**src/rtl/splp_div.sv**
```systemverilog
// ----------------------------------------------------------------------------
// splp_div
// Pipelined restoring divider, one quotient bit per stage, with side payload.
// ----------------------------------------------------------------------------
module splp_div #(
  parameter int unsigned NW = 29,
  parameter int unsigned DW = 17,
  parameter int unsigned PW = 8
) (
  input  logic          clk,
  input  logic          rst_n,
  input  logic          en,
  input  logic          in_v,
  input  logic [NW-1:0] num,
  input  logic [DW-1:0] den,
  input  logic [PW-1:0] pay,
  output logic          out_v,
  output logic [NW-1:0] quo,
  output logic [PW-1:0] out_pay
);

  logic          v_r   [NW];
  logic [DW-1:0] rem_r [NW];
  logic [DW-1:0] den_r [NW];
  logic [NW-1:0] num_r [NW];
  logic [NW-1:0] quo_r [NW];
  logic [PW-1:0] pay_r [NW];

  for (genvar k = 0; k < NW; k++) begin : g_st
    logic          v_i;
    logic [DW-1:0] rem_i, den_i;
    logic [NW-1:0] num_i, quo_i;
    logic [PW-1:0] pay_i;
    logic [DW:0]   sh_nxt, diff_nxt;
    logic          ge_nxt;

    if (k == 0) begin : g_first
      assign v_i   = in_v;
      assign rem_i = '0;
      assign den_i = den;
      assign num_i = num;
      assign quo_i = '0;
      assign pay_i = pay;
    end else begin : g_next
      assign v_i   = v_r[k-1];
      assign rem_i = rem_r[k-1];
      assign den_i = den_r[k-1];
      assign num_i = num_r[k-1];
      assign quo_i = quo_r[k-1];
      assign pay_i = pay_r[k-1];
    end

    assign sh_nxt   = {rem_i, num_i[NW-1]};
    assign diff_nxt = sh_nxt - {1'b0, den_i};
    assign ge_nxt   = (sh_nxt >= {1'b0, den_i});

    always_ff @(posedge clk) begin
      if (!rst_n) begin
        v_r[k] <= 1'b0;
      end else if (en) begin
        v_r[k] <= v_i;
      end
      if (en) begin
        rem_r[k] <= ge_nxt ? diff_nxt[DW-1:0] : sh_nxt[DW-1:0];
        den_r[k] <= den_i;
        num_r[k] <= {num_i[NW-2:0], 1'b0};
        quo_r[k] <= {quo_i[NW-2:0], ge_nxt};
        pay_r[k] <= pay_i;
      end
    end
  end

  assign out_v   = v_r[NW-1];
  assign quo     = quo_r[NW-1];
  assign out_pay = pay_r[NW-1];

endmodule

```
**config.mk**
```make
export PLATFORM = sky130hd
export DESIGN_NAME = splp_div
export DESIGN_NICKNAME = d
export VERILOG_FILES = /design/src/rtl/splp_div.sv
export SDC_FILE = /design/constraint.sdc
export NUM_CORES = 2
export LEC_CHECK = 0
export ABC_AREA = 1
export CORE_UTILIZATION = 30
export DETAILED_ROUTE_END_ITERATION = 12
export DONT_BUFFER_PORTS = 1
export PLACE_DENSITY = 0.51
export SYNTH_ARGS = -nofsm -noshare
export SYNTH_HDL_FRONTEND = slang
export SYNTH_SLANG_ARGS = --single-unit
```
**constraint.sdc**
```tcl
create_clock -name clk -period 2.33 [get_ports clk]
set_input_delay 0.1165 -clock clk [delete_from_list [all_inputs] [get_ports clk]]
set_output_delay 0.1165 -clock clk [all_outputs]
set_load 0.02 [all_outputs]
```
==> flow_metrics.py <==
metrics = {
    "layout": {
        "layout_commonest_cell": "nand2_1",
        "layout-drive-gt1-share_pct": 14.1,
        "nNetsFinal": 11500,
        "fillerInstances": 33200,
        "areaGrowthSynthToFinish_pct": 21.8,
        "fin_area_um2": 123000,
        "most-common-layout-cells": "3,311 x nand2_1, 2,053 x edfxtp_1, 1,853 x inv_1, 716 x nand3_1, 465 x buf_4",
    },
    "logic_synthesis": {
        "synth-main-ff-cell": "edfxtp_1",
        "synth_top_family_by_area": "simple AND/OR/NAND/NOR gates",
        "synth-compound-area-share_pct": 1.48,
        "synth_top_cell_area_share_pct": 61.0,
        "synth_edf_count": 2053,
        "post_synth_inst_count": 10100,
        "synthArstFlopShare_pct": 0,
        "synth_cell_type_count": 38,
        "synth_area_um2": 101000,
        "synthMuxAreaShare_pct": 0,
        "syn_avg_cell_area_um2": 9.96,
        "synth_top_cell_by_area": "edfxtp_1",
        "yosysSeqAreaShare_pct": 61.1,
        "synth-xor-area-share_pct": 1.63,
        "ys_ff_latch": 2054,
        "synth_fa_ha_area_share_pct": 6.46,
        "ys_warn_count": 0,
        "synthSimpleGateAreaFrac_pct": 21.6,
        "synth_fp_nets": 10700,
        "synth.area.top_cells": "edfxtp_1 61%, nand2_1 13%, inv_1 7.0%",
    },
    "grt": {
        "overflow": 0,
        "grt_pass1_wl_um": 350000,
        "grt.total_usage_pct": 12.9,
        "grt_pass1_vias": 63900,
        "grt_antenna_before_repair": 2,
        "grt_max_degree": 232,
    },
    "floorplan": {
        "die_area_um2": 339000,
        "io_pins": 96,
        "dieHeight_um": 582,
        "start_util_pct": 30.2,
        "coreArea_um2": 334000,
        "num_rows": 212,
        "die_w_um": 582,
    },
    "clock_tree": {
        "cts_tree": "yes",
        "cts_hold_buf": 112,
        "clock_path_buffers": 4,
        "root_buffer": "clkbuf_16",
        "cts_num_sinks": 2054,
        "clock_latency_ps": 920,
        "cts_buffers": 240,
        "cts.htree.levels": 4,
        "path_clk_slew_ps": 70,
    },
    "timing": {
        "max_slew.worst_pin.slew_ps": 1570,
        "timing_hold_violations_final": 168,
        "layout_min_cycle_time_ps": 2390,
        "fin_worst_skew_ps": 76.6,
        "setup_tns_ps": -421,
        "finalCritPeriodShare_pct": 102,
        "rsz0062_at_grt": "true",
        "maxSlewHeadroom_pct": -4.97,
        "holdWs_ps": -706,
        "drv_slew": 57,
        "setup_ws_ps": -56.8,
        "timing.fmax_ghz": 0.419,
        "finalSetupViolCount": 27,
    },
    "power_and_ir_drop": {
        "leakage_nw": 56.0,
        "power_density_nw_per_um2": 1240,
        "p_seq_share_pct": 35.4,
        "swShare_pct": 37.5,
        "clockPowerShare_pct": 24.8,
        "p_int_w": 0.0954,
        "p_total_w": 0.153,
        "power_switching_w": 0.0571,
        "pwr-share-comb_pct": 39.9,
        "vdd_drop_max_v": 0.000731,
    },
    "critical_path": {
        "r2r_slack_ps": -60,
        "crit_type": "reg -> reg",
        "cp_slowest_cell": "edfxtp_1",
        "cp-end-kind": "register",
        "critPathMaxFanout": 7,
        "cpPeakStageDelay_ps": 510,
        "worstSetupStartpointType": "register",
        "required_ps": 2990,
        "r2r_start": "num_r[5][83]",
        "crit_top_cell": "nand2_2",
        "crit_path_start": "num_r[5][83]",
        "arrival_ps": 3050,
        "crit_end": "rem_r[1][134]",
        "reg2reg_depth": 14,
        "cp_cell_sequence": "inv_1 -> ha_2 -> inv_2 -> fa_2 -> nand2_2 -> nand2_2 -> nand3b_1 -> nand2_2 -> nand2_2 -> nand2_4 -> nand2_8 -> nand2_8 -> nand2_2 -> nand2_2",
        "r2r-end": "rem_r[1][134]",
    },
    "place": {
        "place.gp.congestion": 0.856,
        "dpl.hpwl_um": 155000,
        "post_dp_cell_area_um2": 109000,
        "port_buffers": 0,
    },
    "route": {
        "drt_pass1_iterations": 5,
        "wl_um": 229000,
        "wl_per_cell_um": 14.7,
        "drtAntennaViolNets": 0,
        "vias_per_cell": 4.28,
        "vias": 66600,
        "drc": 0,
        "drt_first_iter_violations": 3823,
    },
    "hold_path": {
        "hold_class": "in -> reg",
    },
    "status": {
        "violations": "hold timing, slew limit, setup timing",
        "status": "complete, but fails checks",
    },
    "run": {
        "maxCapViolations": 0,
    },
}
==> layer usage <==
layer	GRT usage [%]	wire [um]	vias up
met1	16.7	104000	30700
li1	-	-	34500
met3	1.79	8260	399
met4	4.60	7850	0
met2	22.1	109000	948
met5	0	0	-
==> cells in the mapped netlist (27+ instances only) <==
master	number
buf_6	29
nor3_1	40
nor2_1	400
xnor2_1	27
nand2_4	47
fa_1	27
nand3b_1	32
nand2_1	3587
nand4_1	58
a21oi_1	260
edfxtp_1	2053
ha_1	478
xor2_1	161
nand3_1	764
inv_1	1875
buf_4	46
nand2_2	34
and2_1	35
==> how the worst min path moves through the flow <==
stage             from  depth (start not counted)  slack (ps)      endpoint
5_1_grt             en                          0        -770   den_r[0][5]
3_3_place_gp   num[18]                          0         220  num_r[0][18]
6_report            en                          0        -710   den_r[0][5]
3_5_place_dp    num[7]                          0         220   num_r[0][7]
2_1_floorplan   den[0]                          0         220   den_r[0][0]
4_1_cts             en                          0        -810   den_r[0][5]
==> registers in the layout, indices dropped and copies added, names as in the netlist <==
signal / cells
quo_r: 435
pay_r: 232
v_r: 29
rem_r: 476
den_r: 476
num_r: 406
==> through the flow <==
step           worst slack (ps)  utilization [%]  cells
6_report                  -56.8             36.8  15600
5_1_grt                    -134             36.8  15600
4_1_cts                   -38.0             35.7  15400
3_5_place_dp              -3770             32.7  14800
2_1_floorplan               202                -  10100
3_3_place_gp              -3650             32.7  14800
==> final cells by class <==
type                            instances  area, um^2  share of cell area, %
Tap cell                             4387        5490                   4.46
Inverter                             1876        7050                   5.73
Sequential cell                      2054       61700                   50.1
Clock buffer                          289        6260                   5.09
Clock inverter                        141        1600                   1.30
Multi-Input combinational cell       6143       34500                   28.1
Antenna cell                            1        2.50                0.00203
Timing Repair Buffer                  671        6400                   5.21
==> critical path, delay by kind of cell, from the launching register on <==
family | cells | cell delay [ps]
simple gates | 10 | 920
flops | 1 | 510
fa+ha+maj | 2 | 530
buf+inv | 2 | 140
==> power groups by stage <==
| stage | logic (W) | registers, W | clock network [W] |
|---|---|---|---|
| 2_1_floorplan | 0.0385 | 0.0524 | 0 |
| 3_3_place_gp | 0.0535 | 0.0545 | 0 |
| 3_5_place_dp | 0.0537 | 0.0545 | 0 |
| 4_1_cts | 0.0556 | 0.0538 | 0.0394 |
| 5_1_grt | 0.0689 | 0.0546 | 0.0406 |
| 6_report | 0.0608 | 0.0539 | 0.0378 |
==> logic make-up after synthesis <==
logic type,after synthesis
buf+inv,1976
fa+ha+maj,505
xor+xnor,188
compound gates,288
simple gates,5126
flops,2054
==> timing repair <==
action | in CTS | in global routing
buffers inserted | 30 | 96
gates resized for setup | 104 | 576
pin swaps | 44 | 209
setup endpoints to repair | 947 | 664
cloned | 23 | 31
hold endpoints to repair | 336 | 208
Power figures use the tool's default switching activity.
